File: config.mk
export PLATFORM = sky130hd
export DESIGN_NAME = terminal_key_decoder_top
export DESIGN_NICKNAME = d
export VERILOG_FILES = /design/src/design/tkd_pkg.sv /design/src/design/tkd_in_stage.sv /design/src/design/tkd_decoder.sv /design/src/design/tkd_out_stage.sv /design/src/design/terminal_key_decoder_top.sv
export SDC_FILE = /design/constraint.sdc
export NUM_CORES = 1
export LEC_CHECK = 0
export BUFFER_PORTS_ARGS = -buffer_cell sky130_fd_sc_hd__buf_2
export CORE_MARGIN = 3
export CORE_UTILIZATION = 37
export CTS_CLUSTER_DIAMETER = 100
export DETAILED_ROUTE_END_ITERATION = 7
export HOLD_SLACK_MARGIN = 0.03
export MAX_ROUTING_LAYER = met4
export PLACE_DENSITY = 0.58
export SYNTH_ARGS = -nofsm -noshare
export SYNTH_HDL_FRONTEND = slang
export SYNTH_SLANG_ARGS = --single-unit
export TNS_END_PERCENT = 20
File: constraint.sdc
create_clock -name aclk -period 5 [get_ports aclk]
set_clock_uncertainty 0.15 [all_clocks]
set_input_delay 0.5 -clock aclk [delete_from_list [all_inputs] [get_ports aclk]]
set_output_delay 0.5 -clock aclk [all_outputs]
set_load 0.01 [all_outputs]
File: src/design/tkd_pkg.sv
package tkd_pkg;

    localparam int LimitWidth = 20;
    localparam int CodeWidth  = 5;
    localparam int ByteWidth  = 8;
    localparam int DigitWidth = 3;

    localparam logic [LimitWidth-1:0] LimitReset = 20'd100000;

    // key codes, densely numbered
    localparam logic [CodeWidth-1:0] KEY_PRINT   = 5'd0;
    localparam logic [CodeWidth-1:0] KEY_ENTER   = 5'd1;
    localparam logic [CodeWidth-1:0] KEY_ESC     = 5'd2;
    localparam logic [CodeWidth-1:0] KEY_UP      = 5'd3;
    localparam logic [CodeWidth-1:0] KEY_HOME    = 5'd7;
    localparam logic [CodeWidth-1:0] KEY_END     = 5'd8;
    localparam logic [CodeWidth-1:0] KEY_PGUP    = 5'd9;
    localparam logic [CodeWidth-1:0] KEY_PGDN    = 5'd10;
    localparam logic [CodeWidth-1:0] KEY_TAB     = 5'd11;
    localparam logic [CodeWidth-1:0] KEY_BKSP    = 5'd12;
    localparam logic [CodeWidth-1:0] KEY_CTRL_Z  = 5'd13;
    localparam logic [CodeWidth-1:0] KEY_CTRL_A  = 5'd14;
    localparam logic [CodeWidth-1:0] KEY_CTRL_E  = 5'd15;
    localparam logic [CodeWidth-1:0] KEY_CTRL_C  = 5'd16;
    localparam logic [CodeWidth-1:0] KEY_CTRL_T  = 5'd17;
    localparam logic [CodeWidth-1:0] KEY_CTRL_U  = 5'd18;
    localparam logic [CodeWidth-1:0] KEY_CTRL_K  = 5'd19;
    localparam logic [CodeWidth-1:0] KEY_UNKNOWN = 5'd20;

    // received byte values
    localparam logic [ByteWidth-1:0] CHR_ESC    = 8'h1B;
    localparam logic [ByteWidth-1:0] CHR_CR     = 8'h0D;
    localparam logic [ByteWidth-1:0] CHR_TAB    = 8'h09;
    localparam logic [ByteWidth-1:0] CHR_DEL    = 8'h7F;
    localparam logic [ByteWidth-1:0] CHR_BS     = 8'h08;
    localparam logic [ByteWidth-1:0] CHR_TILDE  = 8'd126;
    localparam logic [ByteWidth-1:0] CHR_A      = 8'h41;
    localparam logic [ByteWidth-1:0] CHR_D      = 8'h44;
    localparam logic [ByteWidth-1:0] CHR_ZERO   = 8'h30;
    localparam logic [ByteWidth-1:0] CHR_ONE    = 8'h31;
    localparam logic [ByteWidth-1:0] CHR_SIX    = 8'h36;
    localparam logic [ByteWidth-1:0] CHR_SPACE  = 8'h20;
    localparam logic [ByteWidth-1:0] CHR_LAST   = 8'h7E;
    localparam logic [ByteWidth-1:0] CHR_CTRL_Z = 8'd26;
    localparam logic [ByteWidth-1:0] CHR_CTRL_A = 8'd1;
    localparam logic [ByteWidth-1:0] CHR_CTRL_E = 8'd5;
    localparam logic [ByteWidth-1:0] CHR_CTRL_C = 8'd3;
    localparam logic [ByteWidth-1:0] CHR_CTRL_T = 8'd20;
    localparam logic [ByteWidth-1:0] CHR_CTRL_U = 8'd21;
    localparam logic [ByteWidth-1:0] CHR_CTRL_K = 8'd11;

    localparam logic [DigitWidth-1:0] DIG_HOME = 3'd1;
    localparam logic [DigitWidth-1:0] DIG_END  = 3'd4;
    localparam logic [DigitWidth-1:0] DIG_PGUP = 3'd5;
    localparam logic [DigitWidth-1:0] DIG_PGDN = 3'd6;

    // input item action
    localparam logic ACT_BYTE = 1'b0;
    localparam logic ACT_TICK = 1'b1;

    typedef struct packed {
        logic                  valid;
        logic                  action;
        logic [ByteWidth-1:0]  rx_byte;
    } tkd_item_t;

    typedef struct packed {
        logic                  valid;
        logic [CodeWidth-1:0]  key_code;
        logic [ByteWidth-1:0]  key_char;
    } tkd_result_t;

    function automatic logic [CodeWidth-1:0] single_key(input logic [ByteWidth-1:0] b);
        logic [CodeWidth-1:0] code;
        begin
            case (b)
                CHR_TAB:    code = KEY_TAB;
                CHR_DEL:    code = KEY_BKSP;
                CHR_BS:     code = KEY_BKSP;
                CHR_CTRL_Z: code = KEY_CTRL_Z;
                CHR_CTRL_A: code = KEY_CTRL_A;
                CHR_CTRL_E: code = KEY_CTRL_E;
                CHR_CTRL_C: code = KEY_CTRL_C;
                CHR_CTRL_T: code = KEY_CTRL_T;
                CHR_CTRL_U: code = KEY_CTRL_U;
                CHR_CTRL_K: code = KEY_CTRL_K;
                default:    code = KEY_UNKNOWN;
            endcase
            return code;
        end
    endfunction

endpackage

File: src/design/tkd_in_stage.sv
module tkd_in_stage
    import tkd_pkg::*;
(
    input  logic                 aclk,
    input  logic                 aresetn,
    input  logic                 s_tvalid,
    output logic                 s_tready,
    input  logic [ByteWidth-1:0] s_tdata,   // [7:0] rx_byte
    input  logic                 s_tuser,   // [0] action
    input  logic                 advance,
    output tkd_item_t            item
);

    logic                 valid_reg, valid_next;
    logic                 action_reg;
    logic [ByteWidth-1:0] byte_reg;
    logic                 take;

    assign s_tready = !valid_reg || advance;
    assign take     = s_tvalid && s_tready;

    always_comb begin
        valid_next = valid_reg;
        if (take) begin
            valid_next = 1'b1;
        end else if (advance) begin
            valid_next = 1'b0;
        end
    end

    always_ff @(posedge aclk) begin
        if (!aresetn) begin
            valid_reg <= 1'b0;
        end else begin
            valid_reg <= valid_next;
        end
    end

    // payload needs no reset
    always_ff @(posedge aclk) begin
        if (take) begin
            action_reg <= s_tuser;
            byte_reg   <= s_tdata;
        end
    end

    assign item.valid   = valid_reg;
    assign item.action  = action_reg;
    assign item.rx_byte = byte_reg;

endmodule

File: src/design/tkd_decoder.sv
module tkd_decoder
    import tkd_pkg::*;
(
    input  logic                  aclk,
    input  logic                  aresetn,
    input  logic                  cfg_wr_en,
    input  logic [LimitWidth-1:0] cfg_wr_data,
    input  tkd_item_t             item,
    input  logic                  advance,
    output tkd_result_t           result
);

    typedef enum logic [4:0] {
        MODE_IDLE   = 5'b00001,
        MODE_ESC1   = 5'b00010,
        MODE_ESC2   = 5'b00100,
        MODE_TILDE  = 5'b01000,
        MODE_CRSKIP = 5'b10000
    } mode_t;

    mode_t                 mode_reg, mode_next;
    logic [LimitWidth-1:0] count_reg, count_next;
    logic [DigitWidth-1:0] digit_reg, digit_next;
    logic [LimitWidth-1:0] limit_reg;
    logic [LimitWidth-1:0] count_inc;
    logic                  fire;
    logic [ByteWidth-1:0]  b;

    assign fire      = item.valid && advance;
    assign b         = item.rx_byte;
    assign count_inc = count_reg + 1'b1;

    always_comb begin
        mode_next  = mode_reg;
        count_next = count_reg;
        digit_next = digit_reg;
        result     = '0;
        if (fire) begin
            if (item.action == ACT_TICK) begin
                if (mode_reg != MODE_IDLE) begin
                    count_next = count_inc;
                    // a zero limit times out on the first tick as well
                    if (!(count_inc < limit_reg)) begin
                        mode_next  = MODE_IDLE;
                        count_next = '0;
                        digit_next = '0;
                        if (mode_reg == MODE_ESC1) begin
                            result.valid    = 1'b1;
                            result.key_code = KEY_ESC;
                        end else if (mode_reg != MODE_CRSKIP) begin
                            result.valid    = 1'b1;
                            result.key_code = KEY_UNKNOWN;
                        end
                    end
                end
            end else begin
                case (mode_reg)
                    MODE_ESC1: begin
                        // skip the bracket byte, whatever it is
                        mode_next  = MODE_ESC2;
                        count_next = '0;
                    end
                    MODE_ESC2: begin
                        count_next = '0;
                        if (b inside {[CHR_A:CHR_D]}) begin
                            mode_next       = MODE_IDLE;
                            digit_next      = '0;
                            result.valid    = 1'b1;
                            result.key_code = KEY_UP + CodeWidth'(b - CHR_A);
                        end else if (b inside {[CHR_ONE:CHR_SIX]}) begin
                            mode_next  = MODE_TILDE;
                            digit_next = DigitWidth'(b - CHR_ZERO);
                        end else begin
                            mode_next       = MODE_IDLE;
                            digit_next      = '0;
                            result.valid    = 1'b1;
                            result.key_code = KEY_UNKNOWN;
                        end
                    end
                    MODE_TILDE: begin
                        mode_next       = MODE_IDLE;
                        count_next      = '0;
                        digit_next      = '0;
                        result.valid    = 1'b1;
                        result.key_code = KEY_UNKNOWN;
                        if (b == CHR_TILDE) begin
                            case (digit_reg)
                                DIG_HOME: result.key_code = KEY_HOME;
                                DIG_END:  result.key_code = KEY_END;
                                DIG_PGUP: result.key_code = KEY_PGUP;
                                DIG_PGDN: result.key_code = KEY_PGDN;
                                default:  result.key_code = KEY_UNKNOWN;
                            endcase
                        end
                    end
                    MODE_CRSKIP: begin
                        // drop the byte after CR
                        mode_next  = MODE_IDLE;
                        count_next = '0;
                        digit_next = '0;
                    end
                    default: begin
                        mode_next  = MODE_IDLE;
                        count_next = '0;
                        digit_next = '0;
                        if (b inside {[CHR_SPACE:CHR_LAST]}) begin
                            result.valid    = 1'b1;
                            result.key_code = KEY_PRINT;
                            result.key_char = b;
                        end else if (b == CHR_ESC) begin
                            mode_next = MODE_ESC1;
                        end else if (b == CHR_CR) begin
                            mode_next       = MODE_CRSKIP;
                            result.valid    = 1'b1;
                            result.key_code = KEY_ENTER;
                        end else begin
                            result.valid    = 1'b1;
                            result.key_code = single_key(b);
                        end
                    end
                endcase
            end
        end
    end

    always_ff @(posedge aclk) begin
        if (!aresetn) begin
            mode_reg  <= MODE_IDLE;
            count_reg <= '0;
            digit_reg <= '0;
            limit_reg <= LimitReset;
        end else begin
            mode_reg  <= mode_next;
            count_reg <= count_next;
            digit_reg <= digit_next;
            if (cfg_wr_en) begin
                limit_reg <= cfg_wr_data;
            end
        end
    end

endmodule

File: src/design/tkd_out_stage.sv
module tkd_out_stage
    import tkd_pkg::*;
(
    input  logic        aclk,
    input  logic        aresetn,
    input  tkd_result_t result,
    output logic        advance,
    output logic        m_tvalid,
    input  logic        m_tready,
    output logic [15:0] m_tdata    // [4:0] key_code, [12:5] key_char, [15:13] zero
);

    logic                 valid_reg, valid_next;
    logic [CodeWidth-1:0] code_reg;
    logic [ByteWidth-1:0] char_reg;
    logic                 load;

    // output register is free when empty or being taken now
    assign advance = !valid_reg || m_tready;
    assign load    = advance && result.valid;

    always_comb begin
        valid_next = valid_reg;
        if (advance) begin
            valid_next = result.valid;
        end
    end

    always_ff @(posedge aclk) begin
        if (!aresetn) begin
            valid_reg <= 1'b0;
        end else begin
            valid_reg <= valid_next;
        end
    end

    always_ff @(posedge aclk) begin
        if (load) begin
            code_reg <= result.key_code;
            char_reg <= result.key_char;
        end
    end

    assign m_tvalid = valid_reg;
    assign m_tdata  = {3'b000, char_reg, code_reg};

endmodule

File: src/design/terminal_key_decoder_top.sv
// Requests pass from the input register through the parser into the result register behind m_tvalid.
// Throughput: one request per cycle unless m_tready holds a full result register; input and result
// registers each hold one item, and each request is decoded in a single pass through the parser.
// Reset (aresetn low, synchronous): pipeline emptied, parser idle, wait count and
// held digit cleared, wait limit back to 100000 ticks.
module terminal_key_decoder_top
    import tkd_pkg::*;
(
    input  logic                  aclk,
    input  logic                  aresetn,
    input  logic                  cfg_wr_en,
    input  logic [LimitWidth-1:0] cfg_wr_data,
    input  logic                  s_tvalid,
    output logic                  s_tready,
    input  logic [ByteWidth-1:0]  s_tdata,   // [7:0] rx_byte
    input  logic                  s_tuser,   // [0] action
    output logic                  m_tvalid,
    input  logic                  m_tready,
    output logic [15:0]           m_tdata    // [4:0] key_code, [12:5] key_char
);

    tkd_item_t   item;
    tkd_result_t result;
    logic        advance;

    tkd_in_stage u_in (
        .aclk     (aclk),
        .aresetn  (aresetn),
        .s_tvalid (s_tvalid),
        .s_tready (s_tready),
        .s_tdata  (s_tdata),
        .s_tuser  (s_tuser),
        .advance  (advance),
        .item     (item)
    );

    tkd_decoder u_dec (
        .aclk        (aclk),
        .aresetn     (aresetn),
        .cfg_wr_en   (cfg_wr_en),
        .cfg_wr_data (cfg_wr_data),
        .item        (item),
        .advance     (advance),
        .result      (result)
    );

    tkd_out_stage u_out (
        .aclk     (aclk),
        .aresetn  (aresetn),
        .result   (result),
        .advance  (advance),
        .m_tvalid (m_tvalid),
        .m_tready (m_tready),
        .m_tdata  (m_tdata)
    );

`ifndef SYNTHESIS
    // a character travels only with a printable key
    assert property (@(posedge aclk) disable iff (!aresetn)
        m_tvalid && (m_tdata[4:0] != KEY_PRINT) |-> m_tdata[12:5] == '0)
        else $error("key_char set on a non-printable key");

    assert property (@(posedge aclk) disable iff (!aresetn)
        m_tvalid |-> m_tdata[4:0] <= KEY_UNKNOWN)
        else $error("key_code out of range");

    // an empty result register must never stall the input side
    assert property (@(posedge aclk) disable iff (!aresetn)
        !m_tvalid |-> s_tready)
        else $error("input stalled with empty output");

    // a result register that fills must have been fed by an accepted request
    assert property (@(posedge aclk) disable iff (!aresetn)
        $rose(m_tvalid) |-> $past(s_tvalid && s_tready, 2) || $past(!s_tready, 1)
            || $past(s_tvalid && s_tready, 3) || $past(m_tvalid, 2))
        else $error("result without a request");
`endif

endmodule

==> results.md <==
- The number of cells on the worst hold path is 1.
- For this run, the number of standard cells in the final layout without fillers is 677.
- In this run the critical register-to-register path is launched from u_dec.count_reg[0].
- After detailed routing, the number of remaining DRC violations is 0.
- The number of antenna violations at the first check in global routing came to 0.
- Clock tree synthesis inserted a total of 9 buffers.
- The worst hold path belongs to the class in2reg.
- The most used flip-flop cell after synthesis is sky130_fd_sc_hd__dfxtp_1.
- The number of unique standard cell types used by synthesis is 62.
- Before antenna repair, the detailed router went through 4 iterations.
- Detailed placement finished with a half-perimeter wire length of 6.993 mm.
- Routability-driven placement finished with a final weighted congestion of 0.8542.
- The register-to-register setup slack is 1.16 ns.
- The number of slew-limit violations in the final report is 0.
- The cell count after placement is 661.
- The number of antenna diodes is 0.
- The worst setup path is of the reg2reg kind.
- Of the cells placed in the final design, the portion with a size suffix greater than 1 is 0.1490.
- Traced cell by cell, the critical path runs through ha_1 -> nand3_1 -> nor2_1 -> nand4_1 -> xnor2_1 -> ha_1 -> nand4_1 -> nor4_1 -> o21ai_1 -> nand3_1 -> a32oi_1 -> nor2_1 -> buf_4.
- The H-tree was split into 3 levels.
- Entering global routing, the biggest net connects 29 pins.
- The die span in x is 113.6 um.
- The worst path in the final design needs a cycle of 3.843 ns, including I/O delays and setup.
- The hold violation count in the final report was 0.
- The number of instances in the synthesized netlist is 499.
- Hold repair after CTS inserted 0 buffers.
- The average instance in the mapped netlist occupies 8.580 um2.
- After the first detailed-routing iteration, the DRC count stood at 224.
- The height of the die is 113.6 um.
- The transition time of the tightest slew-check pin is 0.7774 ns.
- Using the TritonRoute via totals, the vias-per-cell ratio works out to 5.321.
- In the final routed layout, each cell accounts on average for 14.03 um.
- The starting density of the core is 0.3865.
- In this design, the stage delay of the slowest critical-path cell is 0.43 ns.
- The share of the cycle needed by the critical path after routing is 0.7687.
- The core area is 0.01108 mm2.
- The nature of the critical path endpoint is a flip-flop.
- Synthesis inferred 72 register bits.
- 52 I/O pins were placed.
- The total number of yosys warnings is 0.
- The first global-routing pass estimated 15.96 mm of wire.
- The tool flagged a number of max-cap violations equal to 0.
- Wires add up to 9.497 mm.
- The combined buffer and inverter count along the critical path is 1.
- The path with the worst hold slack has its endpoint at u_in.byte_reg[6].
- After clock tree synthesis, the setup repair step added 0 buffers.
- The signal arrival time at the worst endpoint is 3.71 ns.
- The number of global-route vias before repair came to 3256.
- The growth of design area from synthesis to finish is 13.97%.
- VDD sags by at most 0.1973 mV.
- The netlist area before placement is 0.004282 mm2.
- The slowest stage of the critical path belongs to the cell sky130_fd_sc_hd__nand3_1.
- The worst setup path is launched from a flip-flop.
- The number of nets in the layout is 587.
- The cell leakage power is 1.982 nW.
- The post-cts resize count is 0.
- In the global route stage, overall resource usage came out at 0.1565.
- The die covers 0.01290 mm2.
- The clock transition time at the flip-flop clock pins of the worst setup and hold paths is 0.06 ns.
- The synthesized design contains 22 enable-type register cells.
- The run finished with clean final reports.
- Of all nets on the critical path, the largest fanout is 13.
- The tree built by TritonCTS fans out to 72 sinks.
- Setup repair after global routing left no endpoint under its margin.
- The setup TNS is 0 ns.
- Measured in cells, the most critical reg-to-reg path has a length of 13.
- The post-synthesis cell type with the largest combined area is sky130_fd_sc_hd__dfxtp_1.
- The cell row count is 38.
- The root cell of the clock tree is sky130_fd_sc_hd__clkbuf_16.
- The area fraction of the dominant cell type after synthesis is 0.2338.
- The count of buffers added on input and output ports is 48.
- Summed over all layers, the global routing overflow is 0.
- Of all flip-flops after synthesis, the portion carrying an async set or reset was 0.
- The maximum clock path buffer count is 2.
- For this run, the register share of the synthesized area comes to 0.3881.
- The number of nets still failing antenna checks after routing is 0.
- The later-pin clock latency in the skew report is 0.33 ns.
- The worst hold path begins at s_tdata[6].
- The capturing point of the worst reg2reg path is u_out.code_reg[1].
- The cell type group with the largest total delay on the critical path is simple AND/OR/NAND/NOR gates.
- In the post-synthesis netlist, the biggest area contributors are sky130_fd_sc_hd__dfxtp_1, sky130_fd_sc_hd__edfxtp_1, sky130_fd_sc_hd__ha_1, sky130_fd_sc_hd__nand2_1, sky130_fd_sc_hd__a21oi_1.
- Setup violations remaining at the end of the flow were counted as 0.
- In this run the tightest slew margin relative to its limit is 0.4684.
- The total power divided by cell area is 290.0 mW/mm2.
- The fmax is 260.2 MHz.
- The data required time of the worst path is 4.87 ns.
- The TritonCTS clock tree is built.
- Across all layers, the routed design uses 3602 vias.
## metal layers
metal  vias to the layer above  GRT usage  wire length (um)
met5                         -          -                 0
met4                         0    0.04888               107
met3                         9    0.03077               500
met2                        77     0.2316              4199
met1                      1684     0.2162              4689
li1                       1832          -                 -
## area by class of cell
cell class	count	area [um2]
clock inverters	7	86.33
inverters	25	93.84
multi-input cells	374	2382
clock buffers	9	225.2
fillers	1098	6198
flip-flops and latches	72	1662
well taps	140	175.2
repair buffers	50	255.2
## synthesized netlist by cell type, types with 2 or more instances
cell / number
sky130_fd_sc_hd__nor3b_1: 3
sky130_fd_sc_hd__o22ai_1: 2
sky130_fd_sc_hd__buf_2: 10
sky130_fd_sc_hd__nor2_1: 40
sky130_fd_sc_hd__and2_1: 11
sky130_fd_sc_hd__o21a_1: 2
sky130_fd_sc_hd__o21ai_0: 13
sky130_fd_sc_hd__nand4_1: 16
sky130_fd_sc_hd__edfxtp_1: 22
sky130_fd_sc_hd__a21oi_1: 32
sky130_fd_sc_hd__nand2b_1: 9
sky130_fd_sc_hd__and3_1: 6
sky130_fd_sc_hd__clkbuf_1: 14
sky130_fd_sc_hd__nor4_2: 3
sky130_fd_sc_hd__a22o_1: 3
sky130_fd_sc_hd__inv_1: 24
sky130_fd_sc_hd__o31ai_1: 3
sky130_fd_sc_hd__mux2i_1: 14
sky130_fd_sc_hd__nand2_1: 69
sky130_fd_sc_hd__nor2b_1: 6
sky130_fd_sc_hd__o21ai_1: 10
sky130_fd_sc_hd__o211ai_1: 6
sky130_fd_sc_hd__a32oi_1: 2
sky130_fd_sc_hd__dfxtp_1: 50
sky130_fd_sc_hd__buf_6: 2
sky130_fd_sc_hd__xor2_1: 8
sky130_fd_sc_hd__nand3_1: 18
sky130_fd_sc_hd__nor4_1: 3
sky130_fd_sc_hd__nor3_1: 13
sky130_fd_sc_hd__buf_1: 2
sky130_fd_sc_hd__xnor2_1: 11
sky130_fd_sc_hd__a21o_1: 6
sky130_fd_sc_hd__ha_1: 21
sky130_fd_sc_hd__nand3b_1: 3
sky130_fd_sc_hd__a31oi_1: 7
sky130_fd_sc_hd__and4_1: 5
sky130_fd_sc_hd__or3_1: 3
sky130_fd_sc_hd__buf_4: 3
## placed cells by master, fill, tap and decap left out, drive strengths merged, types with 4 or more instances in the layout
| cell | count |
|---|---|
| mux2i | 14 |
| dfxtp | 50 |
| nor4 | 7 |
| nor3 | 13 |
| and2 | 12 |
| clkinv | 4 |
| nand2 | 69 |
| o31ai | 4 |
| ha | 21 |
| xor2 | 8 |
| nand3 | 18 |
| nand2b | 9 |
| conb | 4 |
| a21o | 6 |
| nor3b | 4 |
| and3 | 6 |
| buf | 50 |
| clkbuf | 9 |
| inv | 25 |
| nand4 | 16 |
| edfxtp | 22 |
| a21oi | 33 |
| xnor2 | 11 |
| nor2 | 40 |
| and4 | 5 |
| a31oi | 7 |
| o211ai | 6 |
| nor2b | 6 |
| o21ai | 23 |
## power breakdown
part           internal [W]  switching [W]  total [W]
clock              0.000432       0.000242   0.000674
sequential         0.000620      0.0000185   0.000638
combinational     0.0000437      0.0000591   0.000103
## worst max path at each step
| stage | startpoint | end | depth (start not counted) |
|---|---|---|---|
| after detailed placement | u_dec.count_reg[0] | u_out.char_reg[3] | 13 |
| after global routing | u_dec.count_reg[0] | u_out.code_reg[1] | 13 |
| after CTS | u_dec.count_reg[0] | u_out.code_reg[1] | 13 |
| after global placement | u_dec.count_reg[0] | u_out.char_reg[3] | 13 |
| after floorplan | u_dec.count_reg[0] | u_out.char_reg[0] | 13 |
| final | u_dec.count_reg[0] | u_out.code_reg[1] | 13 |
## cells by family after synthesis
| family | after synthesis | share of synthesized area |
|---|---|---|
| xor gates and xnor gates | 19 | 0.03887 |
| and+or+nand+nor | 214 | 0.2569 |
| muxes | 15 | 0.03536 |
| adders and majority gates | 21 | 0.06137 |
| AOI/OAI and AO/OA | 101 | 0.1604 |
| buffers and inverters | 56 | 0.05815 |
| DFF | 72 | 0.3881 |
| other | 1 | 0.0008758 |
## through the flow
step | hold WS (ns) | setup WS, ns | util | total power, W | instance area (um2)
floorplan | 0.3082 | 1.368 | - | 0.0007228 | 4293
global placement | 0.3246 | 1.324 | 0.4124 | 0.0007520 | 4568
detailed placement | 0.3334 | 1.146 | 0.4124 | 0.0007542 | 4568
CTS | 0.1915 | 1.145 | 0.4405 | 0.001434 | 4880
global route | 0.1913 | 0.8240 | 0.4405 | 0.001477 | 4880
finish | 0.2001 | 1.157 | 0.4405 | 0.001415 | 4880
No activity file was read; power rests on OpenSTA's default activity.
